<file path="config.mk">
export PLATFORM = sky130hd
export DESIGN_NAME = gamepad_to_midi_cc_converter_core
export DESIGN_NICKNAME = d
export VERILOG_FILES = /design/src/hdl/g2mcc_pkg.sv /design/src/hdl/g2mcc_front.sv /design/src/hdl/g2mcc_queue.sv /design/src/hdl/g2mcc_back.sv /design/src/hdl/gamepad_to_midi_cc_converter_core.sv
export SDC_FILE = /design/constraint.sdc
export NUM_CORES = 1
export LEC_CHECK = 0
export ABC_AREA = 1
export BUFFER_PORTS_ARGS = -buffer_cell sky130_fd_sc_hd__buf_2
export CORE_MARGIN = 5
export CORE_UTILIZATION = 62
export DETAILED_ROUTE_END_ITERATION = 8
export PLACE_DENSITY = 0.82
export SYNTH_ARGS = -nofsm -noshare
export SYNTH_HDL_FRONTEND = slang
export SYNTH_SLANG_ARGS = --single-unit
</file>
<file path="constraint.sdc">
create_clock -name clk_i -period 6.89 [get_ports clk_i]
set_input_delay 2.067 -clock clk_i [delete_from_list [all_inputs] [get_ports clk_i]]
set_output_delay 2.067 -clock clk_i [all_outputs]
set_load 0.01 [all_outputs]
</file>
<file path="src/hdl/g2mcc_pkg.sv">
// ----------------------------------------------------------------------------
// g2mcc_pkg
// types and constants shared by the gamepad to midi cc converter
// ----------------------------------------------------------------------------
`default_nettype none

package g2mcc_pkg;

  localparam int NumControls = 22;
  localparam int QDepth      = 2;
  localparam int QPtrW       = 1;
  localparam int QCntW       = 2;

  localparam logic [7:0] TurntableReset = 8'd23;
  localparam logic [6:0] ValMax         = 7'd127;
  localparam logic [4:0] CtlFirstStick  = 5'd2;
  localparam logic [4:0] CtlFirstButton = 5'd6;

  typedef logic [NumControls-1:0] ctl_mask_t;

  // one gamepad snapshot
  typedef struct packed {
    logic        [1:0]  pad_index;
    logic        [7:0]  left_trigger;
    logic        [7:0]  right_trigger;
    logic signed [15:0] left_stick_x;
    logic signed [15:0] left_stick_y;
    logic signed [15:0] right_stick_x;
    logic signed [15:0] right_stick_y;
    logic        [15:0] button_bits;
    logic        [7:0]  device_subtype;
  } snap_t;

  // one control-change message
  typedef struct packed {
    logic [1:0] channel;
    logic [4:0] control_number;
    logic [6:0] control_value;
    logic       last_of_run;
  } msg_t;

  // classified snapshot waiting for the back end
  typedef struct packed {
    logic [1:0]      channel;
    ctl_mask_t       change_mask;
    logic [1:0][6:0] trig_val;
    logic [3:0][6:0] stick_val;
    logic [15:0]     button_bits;
  } job_t;

  // queue status seen by both ends
  typedef struct packed {
    logic full;
    logic empty;
  } q_stat_t;

endpackage

`default_nettype wire

</file>
<file path="src/hdl/g2mcc_front.sv">
// ----------------------------------------------------------------------------
// g2mcc_front
// compares a snapshot with the stored one of its pad, scales all values and
// builds the change mask
// ----------------------------------------------------------------------------
`default_nettype none

module g2mcc_front #(
  parameter int NUM_PADS = 4
) (
  input  wire logic             clk_i,
  input  wire logic             rst_ni,
  input  wire logic             cfg_valid_i,
  input  wire logic [7:0]       cfg_data_i,
  input  wire logic             accept_i,
  input  wire g2mcc_pkg::snap_t snap_i,
  output logic                  job_push_o,
  output g2mcc_pkg::job_t       job_o
);

  localparam int PadW = (NUM_PADS > 1) ? $clog2(NUM_PADS) : 1;

  function automatic logic [6:0] scale_trig(input logic [7:0] v);
    logic [14:0] prod;
    logic [15:0] t;
    prod = 15'(v) * 15'd127;
    // divide by 255, exact below 65535
    t = 16'(prod) + 16'(prod >> 8) + 16'd1;
    return t[14:8];
  endfunction

  function automatic logic [6:0] scale_stick(input logic signed [15:0] v);
    return {~v[15], v[14:9]};
  endfunction

  function automatic logic [6:0] deck_off(input logic signed [15:0] v);
    logic [6:0] r;
    if (v < -16'sd64) begin
      r = '0;
    end else if (v > 16'sd63) begin
      r = g2mcc_pkg::ValMax;
    end else begin
      r = {~v[6], v[5:0]};
    end
    return r;
  endfunction

  logic [7:0]  turntable_q;
  logic [15:0] trig_q  [NUM_PADS];
  logic [63:0] stick_q [NUM_PADS];
  logic [15:0] btn_q   [NUM_PADS];

  logic                 pad_ok;
  logic [PadW-1:0]      idx;
  logic [15:0]          old_trig;
  logic [63:0]          old_stick;
  logic [15:0]          old_btn;
  logic [15:0]          new_trig;
  logic [63:0]          new_stick;
  logic                 deck;
  g2mcc_pkg::ctl_mask_t mask;

  assign pad_ok    = int'(snap_i.pad_index) < NUM_PADS;
  assign idx       = PadW'(snap_i.pad_index);
  assign old_trig  = trig_q[idx];
  assign old_stick = stick_q[idx];
  assign old_btn   = btn_q[idx];
  assign new_trig  = {snap_i.right_trigger, snap_i.left_trigger};
  assign new_stick = {snap_i.right_stick_y, snap_i.right_stick_x,
                      snap_i.left_stick_y, snap_i.left_stick_x};
  assign deck      = snap_i.device_subtype == turntable_q;

  // change mask in control order
  assign mask[0]    = new_trig[7:0]    != old_trig[7:0];
  assign mask[1]    = new_trig[15:8]   != old_trig[15:8];
  assign mask[2]    = new_stick[15:0]  != old_stick[15:0];
  assign mask[3]    = new_stick[31:16] != old_stick[31:16];
  assign mask[4]    = new_stick[47:32] != old_stick[47:32];
  assign mask[5]    = new_stick[63:48] != old_stick[63:48];
  assign mask[21:6] = snap_i.button_bits ^ old_btn;

  // job payload
  always_comb begin
    job_o.channel      = snap_i.pad_index;
    job_o.change_mask  = mask;
    job_o.trig_val[0]  = scale_trig(snap_i.left_trigger);
    job_o.trig_val[1]  = scale_trig(snap_i.right_trigger);
    job_o.stick_val[0] = deck ? deck_off(snap_i.left_stick_x)
                              : scale_stick(snap_i.left_stick_x);
    job_o.stick_val[1] = deck ? deck_off(snap_i.left_stick_y)
                              : scale_stick(snap_i.left_stick_y);
    job_o.stick_val[2] = scale_stick(snap_i.right_stick_x);
    job_o.stick_val[3] = scale_stick(snap_i.right_stick_y);
    job_o.button_bits  = snap_i.button_bits;
  end

  assign job_push_o = accept_i && pad_ok && (|mask);

  // turntable subtype register
  always_ff @(posedge clk_i or negedge rst_ni) begin
    if (!rst_ni) begin
      turntable_q <= g2mcc_pkg::TurntableReset;
    end else if (cfg_valid_i) begin
      turntable_q <= cfg_data_i;
    end
  end

  // last snapshot per pad
  always_ff @(posedge clk_i or negedge rst_ni) begin
    if (!rst_ni) begin
      for (int p = 0; p < NUM_PADS; p++) begin
        trig_q[p]  <= '0;
        stick_q[p] <= '0;
        btn_q[p]   <= '0;
      end
    end else if (accept_i && pad_ok) begin
      trig_q[idx]  <= new_trig;
      stick_q[idx] <= new_stick;
      btn_q[idx]   <= snap_i.button_bits;
    end
  end

endmodule

`default_nettype wire

</file>
<file path="src/hdl/g2mcc_queue.sv">
// ----------------------------------------------------------------------------
// g2mcc_queue
// short job queue between the front and back ends
// ----------------------------------------------------------------------------
`default_nettype none

module g2mcc_queue (
  input  wire logic            clk_i,
  input  wire logic            rst_ni,
  input  wire logic            wr_en_i,
  input  wire g2mcc_pkg::job_t wr_data_i,
  input  wire logic            rd_en_i,
  output g2mcc_pkg::job_t      rd_data_o,
  output g2mcc_pkg::q_stat_t   stat_o
);

  g2mcc_pkg::job_t               mem_q [g2mcc_pkg::QDepth];
  logic [g2mcc_pkg::QPtrW-1:0]   wr_ptr_q, wr_ptr_d;
  logic [g2mcc_pkg::QPtrW-1:0]   rd_ptr_q, rd_ptr_d;
  logic [g2mcc_pkg::QCntW-1:0]   cnt_q, cnt_d;

  assign stat_o.full  = cnt_q == g2mcc_pkg::QCntW'(g2mcc_pkg::QDepth);
  assign stat_o.empty = cnt_q == '0;
  assign rd_data_o    = mem_q[rd_ptr_q];

  // pointer and count update
  always_comb begin
    wr_ptr_d = wr_ptr_q;
    rd_ptr_d = rd_ptr_q;
    cnt_d    = cnt_q;
    if (wr_en_i) begin
      wr_ptr_d = wr_ptr_q + 1'b1;
    end
    if (rd_en_i) begin
      rd_ptr_d = rd_ptr_q + 1'b1;
    end
    if (wr_en_i && !rd_en_i) begin
      cnt_d = cnt_q + 1'b1;
    end else if (rd_en_i && !wr_en_i) begin
      cnt_d = cnt_q - 1'b1;
    end
  end

  always_ff @(posedge clk_i or negedge rst_ni) begin
    if (!rst_ni) begin
      wr_ptr_q <= '0;
      rd_ptr_q <= '0;
      cnt_q    <= '0;
    end else begin
      wr_ptr_q <= wr_ptr_d;
      rd_ptr_q <= rd_ptr_d;
      cnt_q    <= cnt_d;
    end
  end

  // storage
  always_ff @(posedge clk_i) begin
    if (wr_en_i) begin
      mem_q[wr_ptr_q] <= wr_data_i;
    end
  end

endmodule

`default_nettype wire

</file>
<file path="src/hdl/g2mcc_back.sv">
// ----------------------------------------------------------------------------
// g2mcc_back
// walks the change mask of one job and issues one message per cycle into
// the output register whenever that register is empty or being popped
// ----------------------------------------------------------------------------
`default_nettype none

module g2mcc_back (
  input  wire logic               clk_i,
  input  wire logic               rst_ni,
  input  wire g2mcc_pkg::job_t    job_i,
  input  wire g2mcc_pkg::q_stat_t q_stat_i,
  output logic                    q_pop_o,
  input  wire logic               pop_i,
  output logic                    empty_o,
  output g2mcc_pkg::msg_t         out_o
);

  g2mcc_pkg::job_t      job_q, job_d;
  logic                 job_vld_q, job_vld_d;
  g2mcc_pkg::msg_t      out_q, out_d;
  logic                 out_vld_q, out_vld_d;

  logic                 out_free;
  logic                 issue;
  logic                 last;
  logic                 load;
  logic [4:0]           sel;
  g2mcc_pkg::ctl_mask_t rem;
  logic [6:0]           val;

  assign out_free = !out_vld_q || pop_i;
  assign issue    = job_vld_q && out_free;

  // lowest pending control
  always_comb begin
    sel = '0;
    for (int k = g2mcc_pkg::NumControls - 1; k >= 0; k--) begin
      if (job_q.change_mask[k]) begin
        sel = 5'(k);
      end
    end
  end

  assign rem  = job_q.change_mask & ~(g2mcc_pkg::ctl_mask_t'(1) << sel);
  assign last = rem == '0;
  assign load = !q_stat_i.empty && (!job_vld_q || (issue && last));
  assign q_pop_o = load;

  // value of the selected control
  always_comb begin
    logic [4:0] sidx;
    logic [4:0] bidx;
    sidx = sel - g2mcc_pkg::CtlFirstStick;
    bidx = sel - g2mcc_pkg::CtlFirstButton;
    if (sel < g2mcc_pkg::CtlFirstStick) begin
      val = job_q.trig_val[sel[0]];
    end else if (sel < g2mcc_pkg::CtlFirstButton) begin
      val = job_q.stick_val[sidx[1:0]];
    end else begin
      val = job_q.button_bits[bidx[3:0]] ? g2mcc_pkg::ValMax : '0;
    end
  end

  // job register
  always_comb begin
    job_d     = job_q;
    job_vld_d = job_vld_q;
    if (load) begin
      job_d     = job_i;
      job_vld_d = 1'b1;
    end else if (issue) begin
      job_d.change_mask = rem;
      job_vld_d         = !last;
    end
  end

  // output register
  always_comb begin
    out_d     = out_q;
    out_vld_d = out_vld_q;
    if (issue) begin
      out_d.channel        = job_q.channel;
      out_d.control_number = sel;
      out_d.control_value  = val;
      out_d.last_of_run    = last;
      out_vld_d            = 1'b1;
    end else if (pop_i) begin
      out_vld_d = 1'b0;
    end
  end

  always_ff @(posedge clk_i or negedge rst_ni) begin
    if (!rst_ni) begin
      job_vld_q <= 1'b0;
      out_vld_q <= 1'b0;
    end else begin
      job_vld_q <= job_vld_d;
      out_vld_q <= out_vld_d;
    end
  end

  always_ff @(posedge clk_i) begin
    job_q <= job_d;
    out_q <= out_d;
  end

  assign empty_o = !out_vld_q;
  assign out_o   = out_q;

endmodule

`default_nettype wire

</file>
<file path="src/hdl/gamepad_to_midi_cc_converter_core.sv">
// path: an accepted snapshot goes into the job queue, then the job register;
// then one message per changed control (0 to 22) enters the output register
// throughput: one snapshot per cycle enters while the two-entry job queue has
// room; the back end walker gives one message/cycle while the receiver pops
// reset: asynchronous, clears all stored pad snapshots at once, empties the
// queue and sets the turntable subtype to 23; no clearing pass
// ----------------------------------------------------------------------------
// gamepad_to_midi_cc_converter_core
// turns gamepad snapshots into midi control-change messages for the fields
// that changed since the pad's last snapshot
// ----------------------------------------------------------------------------
`default_nettype none

module gamepad_to_midi_cc_converter_core #(
  parameter int NUM_PADS = 4
) (
  input  wire logic             clk_i,
  input  wire logic             rst_ni,
  input  wire logic             cfg_valid_i,
  output logic                  cfg_ready_o,
  input  wire logic [7:0]       cfg_data_i,
  input  wire logic             push_i,
  output logic                  full_o,
  input  wire g2mcc_pkg::snap_t in_i,
  output logic                  empty_o,
  input  wire logic             pop_i,
  output g2mcc_pkg::msg_t       out_o
);

  g2mcc_pkg::job_t    job_wr;
  g2mcc_pkg::job_t    job_rd;
  g2mcc_pkg::q_stat_t q_stat;
  logic               job_push;
  logic               job_pop;
  logic               accept;

  assign cfg_ready_o = 1'b1;
  assign full_o      = q_stat.full;
  assign accept      = push_i && !q_stat.full;

  // classify snapshots
  g2mcc_front #(
    .NUM_PADS(NUM_PADS)
  ) u_front (
    .clk_i      (clk_i),
    .rst_ni     (rst_ni),
    .cfg_valid_i(cfg_valid_i),
    .cfg_data_i (cfg_data_i),
    .accept_i   (accept),
    .snap_i     (in_i),
    .job_push_o (job_push),
    .job_o      (job_wr)
  );

  // decouple front from back
  g2mcc_queue u_queue (
    .clk_i    (clk_i),
    .rst_ni   (rst_ni),
    .wr_en_i  (job_push),
    .wr_data_i(job_wr),
    .rd_en_i  (job_pop),
    .rd_data_o(job_rd),
    .stat_o   (q_stat)
  );

  // issue messages
  g2mcc_back u_back (
    .clk_i   (clk_i),
    .rst_ni  (rst_ni),
    .job_i   (job_rd),
    .q_stat_i(q_stat),
    .q_pop_o (job_pop),
    .pop_i   (pop_i),
    .empty_o (empty_o),
    .out_o   (out_o)
  );

endmodule

`default_nettype wire

</file>
# ---- Word-level counts from Yosys, hierarchy flattened
# Memory sizes are Yosys's and may differ from the RTL's.
# Cells that the tools add are included.
dict set report op_classes {
  add_sub_neg 10
  multipliers 2
  magnitude_cmp 11
  n_eq_ne 8
  shifts 1
  mux 63
  n_bitwise 10
  n_reduce_logical 23
}
# operator count
set op_table {}
lappend op_table {{256-bit bitwise mux} 1}
lappend op_table {{64-bit 2-to-1 mux} 3}
lappend op_table {{64-bit binary-select mux with 2-bit select} 1}
lappend op_table {{64-bit bitwise mux} 2}
lappend op_table {{64-bit demux with 2-bit select} 1}
lappend op_table {{5-bit 2-to-1 mux} 22}
lappend op_table {{7-bit 2-to-1 mux} 12}
lappend op_table {{16-bit 2-to-1 mux} 5}
lappend op_table {{16-bit binary-select mux with 2-bit select} 2}
lappend op_table {{16-bit inequality test} 4}
lappend op_table {{22-bit 2-to-1 mux} 2}
lappend op_table {{16-bit demux with 2-bit select} 1}
lappend op_table {{16-bit by 7-bit > comparator with 1-bit output (second input constant)} 2}
lappend op_table {{16-bit by 7-bit < comparator with 1-bit output (second input constant)} 2}
lappend op_table {{15-bit by 1-bit adder with 15-bit output (second input constant)} 2}
lappend op_table {{15-bit by 7-bit adder with 15-bit output} 2}
lappend op_table {{8-bit by 7-bit multiplier with 15-bit output (second input constant)} 2}
lappend op_table {{22-bit bitwise AND} 1}
lappend op_table {{22-bit zero test} 1}
lappend op_table {{22-bit NOT} 1}
lappend op_table {{22-bit OR reduction} 1}
lappend op_table {{1-bit by 5-bit << shifter with 22-bit output (first input constant)} 1}
lappend op_table {{8-bit inequality test} 2}
lappend op_table {{16-bit bitwise XOR} 1}
lappend op_table {{other kinds (25)} 54}
dict set report totals {
  ff_bits 495
  ram_bits 164
  input_bits 119
  n_memories 1
}
# name depth word_bits read_ports rd_clocked_by_memory_dff write_ports line_no
set memory_table {}
lappend memory_table {u_queue.mem_q 2 82 1 0 1 g2mcc_queue.sv:17} ;# g2mcc_pkg::job_t mem_q [g2mcc_pkg::QDepth];

# ---- Depth between registers and ports, before layout
# Gate-level depths: netlist of the first run.
dict set report logic_depth {
  ltp_word 32
  depth_mapped 36
}

# ---- By module
# Synthesis of the first run repeated with hierarchy kept, for this count alone.
dict set report unflattened {
  hier_cells 3677
  hier_area_um2 33653.5
}
# module n_inst cells_each area_per_inst_um2 seq_area_each_um2
set by_module_without_submodules {}
lappend by_module_without_submodules {g2mcc_front 1 2925 22525.4 9814.4}
lappend by_module_without_submodules {g2mcc_queue 1 280 6473.7 5024.8}
lappend by_module_without_submodules {g2mcc_back 1 468 4633.2 2962.8}
lappend by_module_without_submodules {gamepad_to_midi_cc_converter_core 1 4 21.3 0.0}

# ---- Worst setup path after synthesis of the first run
# OpenSTA, ideal clock, no wires.
dict set report synth_timing {
  path_kind {input to register}
  start {in in_i[104] (netlist bit)}
  end {mem u_queue.mem_q[1][0] (netlist bit), enable pin}
  t_arrival_ns 7.105
  t_required_ns 6.366
  setup_slack_ns -0.740
  cell_stages 12
  path_buffers 2
  cell_sequence {nor2_1 -> clkbuf_1 -> buf_1 -> a22oi_1 -> nand3_1 -> xor2_1 -> nor4_1 -> nand4_1 -> nor3_1 -> nand2_1 -> nand2_1 -> nor2_1}
}
# element line_no
set synth_rtl {}
lappend synth_rtl {{start: declaration} gamepad_to_midi_cc_converter_core.sv:24} ;# input wire g2mcc_pkg::snap_t in_i,
lappend synth_rtl {{end: declaration} g2mcc_queue.sv:17}

==> flow_summary.toml, run 1 <==
[sta]
worst_clock_skew_ps = 21.0
worst_slew_pin_slew_ps = 1330
timing.final.crit_share_pct = 103
achievable-frequency_ghz = 0.141
finalWorstPathRequiredPeriod_ps = 7090
pins_over_their_slew_limit = 0
setup_total_negative_slack_ps = -1150
hold_viol_final = 0
postLayoutSetupSlackWorst_ps = -198
rsz0062_at_grt = "yes"
relSlewSlack_pct = 11.1
finalSetupViolations = 12

[logic_synthesis]
synth-edff-count = 261
synth_simple_gate_area_share_pct = 15.6
synth.ff_latch_count = 659
synth_largest_area_cell = "dfrtp_1"
synthCells = 3187
post_synth_fa_ha_maj_area_fraction_pct = 6.05
ys_async_sr_fraction_pct = 60.4
synth.distinct_cells = 54
synthXorXnorAreaFrac_pct = 3.59
number_of_warning_messages_in_the_yosys_log = 0
syn_avg_cell_area_um2 = 9.77
synth-main-ff-cell = "dfrtp_1"
ys_seq_area_share_pct = 57.2
synth_top_family_by_area = "simple AND/OR/NAND/NOR gates"
area_fraction_in_compound_gates_after_synthesis_pct = 12.2
post_synth_mux_area_share_pct = 0.177
postSynthNetCount = 3429
netlist_area_um2 = 31100
synth.area.top_cells = "dfrtp_1 32%, edfxtp_1 25%, nand2_1 12%"
yosysTopAreaCellShare_pct = 31.7

[finish]
postLayoutCellArea_um2 = 36100
post_layout_nonfiller_instances = 4113
layout.cells.most_common = "nand2_1"
syn2layout_area_growth_pct = 16.0
final_layout_size_suffix_gt1_share_pct = 14.9
mostFrequentLayoutCells = "952 x nand2_1, 396 x o21ai_0, 393 x dfrtp_1, 261 x edfxtp_1, 246 x inv_1"
finalNetCount = 3624
nFillCells = 3338

[die]
core-area_um2 = 49900
rows = 82
design.die.area_um2 = 54800
initial_standard_cell_utilization_of_the_core_pct = 62.4
ios = 137
die_h_um = 234
die_w_um = 234

[drt]
total_wirelength_um = 81000
detailedRoute.firstIterationViolations = 2594
avgViaCountPerCell = 5.92
vias = 24400
average_wire_per_cell_in_the_routed_design_um = 19.7
drt_pre_antenna_iters = 6
drtAntennaViolNets = 0
drc = 0

[global_route]
first_global_vias = 24400
grt_pass1_wl_um = 128000
gr-total-overflow = 0
antenna_found_initial = 7
grt_max_degree = 163
grt_usage_pct = 29.3

[outcome]
violations = "setup timing"
run_status = "complete, but fails checks"

[power]
leakage_nw = 16.8
power.density_cell_area_nw_per_um2 = 441
worst_ir_drop_vdd_mv = 0.375
finalPower_w = 0.0159

[clock_tree]
h-tree-depth = 3
tritoncts.num_buffers = 68
cts_root_buffer = "clkbuf_16"
cts-root-to-sink-buffers = 3
cts_tree = "built"
cts.hold.buffers_added = 0
clock_latency_ps = 590
clock_sinks = 659
clk_pin_slew_worst_paths_ps = 60

[setup_path]
r2r_cells = 32
worstReg2RegEnd = "u_back.job_q[16]"
worst-setup-path-type = "in -> reg"
cp.arrival_ps = 7430
regToRegStartpoint = "u_back.job_q[79]"
crit_path_max_fanout = 3
worst_ep_required_time_ps = 7230
regToRegSetupSlack_ps = 2100
crit_path_start = "in_i[96]"
timing.critical_path.to_type = "flip-flop"
critPathLaunchType = "input pin"

[placed_design]
placement.io_buffers = 135
dp_cells = 3967
globalplace.congestion = 0.911
dp_hpwl_um = 51300
dpl_cell_area_um2 = 33300

[hold_path]
whs_path_depth = 0
hold-path-endpoint = "u_back.out_o[13]"
worst_hold_startpoint = "u_back.job_q[80]"
holdCritPathClass = "reg -> reg"

[job]
drv_cap = 0
-- per-stage QoR --
step	utilization (%)	hold WS (ps)	setup WS [ps]
after detailed placement	66.9	424	-766
after global routing	72.4	452	-401
final	72.4	439	-198
after CTS	71.5	435	4.35
after floorplan	-	400	-399
after global placement	66.9	440	-499
-- sequential cells by signal, indices dropped and copies added, names as in the netlist --
register,flops
u_front.stick_q,256
u_queue.mem_q,164
u_back.job_q,82
u_front.btn_q,64
u_front.trig_q,64
u_back.out_o,15
u_front.turntable_q,8
u_queue.cnt_q,2
u_back.job_vld_q,1
u_back.out_vld_q,1
u_queue.rd_ptr_q,1
u_queue.wr_ptr_q,1
-- worst max path at each step --
stage | endpoint | slack (ps) | depth (start not counted)
after floorplan | u_queue.mem_q[0][50] | -400 | 27
after global placement | u_queue.mem_q[0][57] | -500 | 34
after detailed placement | u_queue.mem_q[1][49] | -770 | 28
after CTS | u_queue.mem_q[0][50] | 4 | 28
after global routing | u_queue.mem_q[1][50] | -400 | 28
final | u_queue.mem_q[1][49] | -200 | 28
-- metal layers --
metal	vias to the layer above	share of wire [%]	track usage [%]
li1	11000	-	-
met1	11900	38	38.6
met2	1198	50	48.7
met3	231	8.0	5.32
met4	0	4.2	12.2
met5	-	0	0
-- Yosys cell counts, types with 5 or more instances --
cell,count
or2_2,7
inv_1,259
clkbuf_1,137
nor2_1,83
o21bai_1,7
nor4_1,18
nor3_1,5
xnor2_1,14
o21ai_1,12
nand2_1,959
a21oi_1,34
xor2_1,110
nand4_1,35
buf_1,9
o22ai_1,15
fa_1,46
edfxtp_1,261
dfrtp_1,394
nand3_1,70
nor2_2,5
ha_1,77
inv_2,8
o21ai_0,399
a22oi_1,165
-- area by class of cell --
class / instances / area, um^2 / area share (%)
Antenna cell: 8 / 20.0 / 0.0555
Clock buffer: 103 / 2070 / 5.74
Clock inverter: 18 / 179 / 0.496
Inverter: 268 / 1010 / 2.79
Multi-Input combinational cell: 2104 / 12200 / 33.7
Sequential cell: 659 / 17800 / 49.3
Tap cell: 672 / 841 / 2.33
Timing Repair Buffer: 281 / 2000 / 5.54
-- worst max-delay path: stages --
cell and delay, ps:
buf_8 100, fa_1 600, inv_2 70, fa_1 490, fa_1 500, inv_1 50, fa_1 520, ha_4 230
a21oi_4 170, or2_1 150, a21oi_1 70, or2_1 250, buf_4 140, buf_4 120, xor2_1 130, inv_1 80
ha_1 280, nand3_1 80, nand2_1 60, a21oi_1 210, nor2_2 70, o311ai_2 320, nor2_1 120, nand2_1 120
nor2_2 60, buf_6 130, a21oi_4 170, nor2_4 60
-- timing repair --
action                     CTS  global route
buffers inserted             5            13
pin swaps                   12            52
gates resized for setup      5            79
setup endpoints to repair   12            28
-- cell families (layout without fill, tap and decap cells) --
family | count (synthesis) | count (layout)
mux | 5 | 5
flops | 659 | 659
other cells | 1 | 9
simple gates | 1198 | 1198
buf+inv | 424 | 670
fa+ha+maj | 123 | 123
xor+xnor | 126 | 126
compound gates | 651 | 651
-- where the power goes --
group | switching (W) | total, W | internal (W)
Clock | 0.00149 | 0.00368 | 0.00219
Sequential | 0.000712 | 0.00642 | 0.00571
Combinational | 0.00328 | 0.00581 | 0.00253
Total | 0.00548 | 0.0159 | 0.0104
No activity file was read; power rests on OpenSTA's default activity.
==> run 2: changes to the inputs <==
Settings changed: CORE_UTILIZATION 62 to 45, PLACE_DENSITY 0.82 to 0.63.
Clock period 6.89 ns to 7.05 ns, I/O delays scaled along.
==> flow_summary.toml, run 2 (synthesis results as in run 1) <==
[outcome]
run_status = "completed"

[die]
die_w_um = 273
ios = 137
rows = 96
design.die.area_um2 = 74500
core-area_um2 = 68600
initial_standard_cell_utilization_of_the_core_pct = 45.4
die_h_um = 273

[finish]
final_layout_size_suffix_gt1_share_pct = 14.0
syn2layout_area_growth_pct = 16.6
finalNetCount = 3616
registers.top_by_ff_count = "u_front.stick_q"
layout.cells.most_common = "nand2_1"
postLayoutCellArea_um2 = 36300
post_layout_nonfiller_instances = 4369
nFillCells = 6224
top_regs = "u_front.stick_q x256, u_queue.mem_q x164, u_back.job_q x82"
largest_register_ffs = 256
mostFrequentLayoutCells = "952 x nand2_1, 396 x o21ai_0, 393 x dfrtp_1, 261 x edfxtp_1, 252 x inv_1"

[power]
power_switching_share_pct = 33.4
power.clock.fraction_pct = 24.8
finalPower_w = 0.0151
combinational_power_share_pct = 34.1
switching_power_w = 0.00504
worst_ir_drop_vdd_mv = 0.222
power.share.sequential_pct = 41.0
internal-power_w = 0.0101
power.density_cell_area_nw_per_um2 = 416
leakage_nw = 16.8

[setup_path]
worst-setup-path-type = "in -> reg"
crit_path_max_fanout = 3
timing.critical_path.to_type = "flip-flop"
worst_ep_required_time_ps = 7410
regToRegStartpoint = "u_back.job_q[79]"
crit_path_start = "in_i[93]"
critPathLaunchType = "input pin"
cp.arrival_ps = 7210

[sta]
worst_slew_pin_slew_ps = 1180
relSlewSlack_pct = 20.8
rsz0062_at_grt = "yes"
finalWorstPathRequiredPeriod_ps = 6860
achievable-frequency_ghz = 0.146
hold_viol_final = 0
finalSetupViolations = 0
postLayoutSetupSlackWorst_ps = 194
worst_clock_skew_ps = 30.0
fin_hold_ws_ps = 420
timing.final.crit_share_pct = 97.2
pins_over_their_slew_limit = 0

[global_route]
grt_pass1_wl_um = 122000
antenna_found_initial = 8
gr-total-overflow = 0
grt_max_degree = 143
first_global_vias = 21700
grt_usage_pct = 20.4

[placed_design]
dp_hpwl_um = 49500
globalplace.congestion = 0.894
placement.io_buffers = 135
dpl_cell_area_um2 = 33600
placement.setup.worst_slack_ps = -581
dp_cells = 4223

[drt]
drc = 0
avgViaCountPerCell = 5.15
drt_pre_antenna_iters = 6
drtAntennaViolNets = 0
vias = 22500
total_wirelength_um = 76800
average_wire_per_cell_in_the_routed_design_um = 17.6
detailedRoute.firstIterationViolations = 1937

[hold_path]
worst_hold_startpoint = "u_back.job_q[81]"
holdCritPathClass = "reg -> reg"

[clock_tree]
clk_pin_slew_worst_paths_ps = 60
cts.hold.buffers_added = 0
tritoncts.num_buffers = 72
cts_root_buffer = "clkbuf_16"
cts-root-to-sink-buffers = 3
h-tree-depth = 3
clock_latency_ps = 640
clock_sinks = 659
cts_tree = "built"

[job]
drv_cap = 0
[run 2: area by class of cell]
cell class	count	area, um^2	share of cell area [%]
Clock buffer	103	2030	5.59
Antenna cell	5	12.5	0.0345
Tap cell	931	1160	3.21
Sequential cell	659	17800	49.0
Inverter	268	1010	2.79
Multi-Input combinational cell	2104	12000	33.2
Timing Repair Buffer	269	1880	5.17
Clock inverter	30	363	1.00
[run 2: power by group through the flow]
stage / logic, W / registers (W) / clock network (W)
final: 0.00515 / 0.00620 / 0.00375
after global routing: 0.00588 / 0.00635 / 0.00399
after CTS: 0.00487 / 0.00619 / 0.00383
after detailed placement: 0.00485 / 0.00624 / 0
after global placement: 0.00475 / 0.00621 / 0
after floorplan: 0.00321 / 0.00612 / 0
[run 2: layer usage]
metal  up-vias  GRT usage [%]  routed length, um
met5         -              0                 13
met4         2           5.85               1850
met3       121           4.10               4590
met2       571           32.3              36000
met1     10800           28.9              34400
li1      11000              -                  -
[run 2: repair_timing]
action | 4_1_cts | 5_1_grt
buffers inserted | 0 | 8
gates resized for setup | 0 | 40
setup endpoints to repair | 0 | 24
[run 2: metrics by stage]
step                setup TNS, ps  util (%)
detailed placement         -11320      49.1
finish                          0      52.9
global placement            -9040      49.1
floorplan                   -2660         -
CTS                             0      52.5
global route                -1130      52.9
[run 2: worst paths after layout]
kind                                   endpoint  slack (ps)  cells past startpoint
min in group asynchronous   u_front.stick_q[38]        1470                      1
max in group asynchronous     u_front.trig_q[8]        4240                      2
min reg2reg                    u_back.out_o[14]         420                      0
max reg2reg                    u_back.job_q[39]        2260                     32
max                        u_queue.mem_q[1][57]         190                     26
min                            u_back.out_o[14]         420                      0
[run 2: critical path: stages]
cell and delay, ps:
buf_2 130, fa_1 530, fa_1 570, fa_1 440
fa_1 530, ha_4 310, a21oi_2 60, or2_1 240
a21oi_1 130, or2_4 140, a21oi_2 50, o21ai_2 120
a21oi_1 80, o21bai_1 160, xor2_1 210, inv_1 80
ha_1 320, a21oi_1 190, nor2_2 80, o311ai_4 280
nor2_2 60, nand2_1 80, nor2_2 50, nand2_1 70
nor2_2 50, xor2_1 160
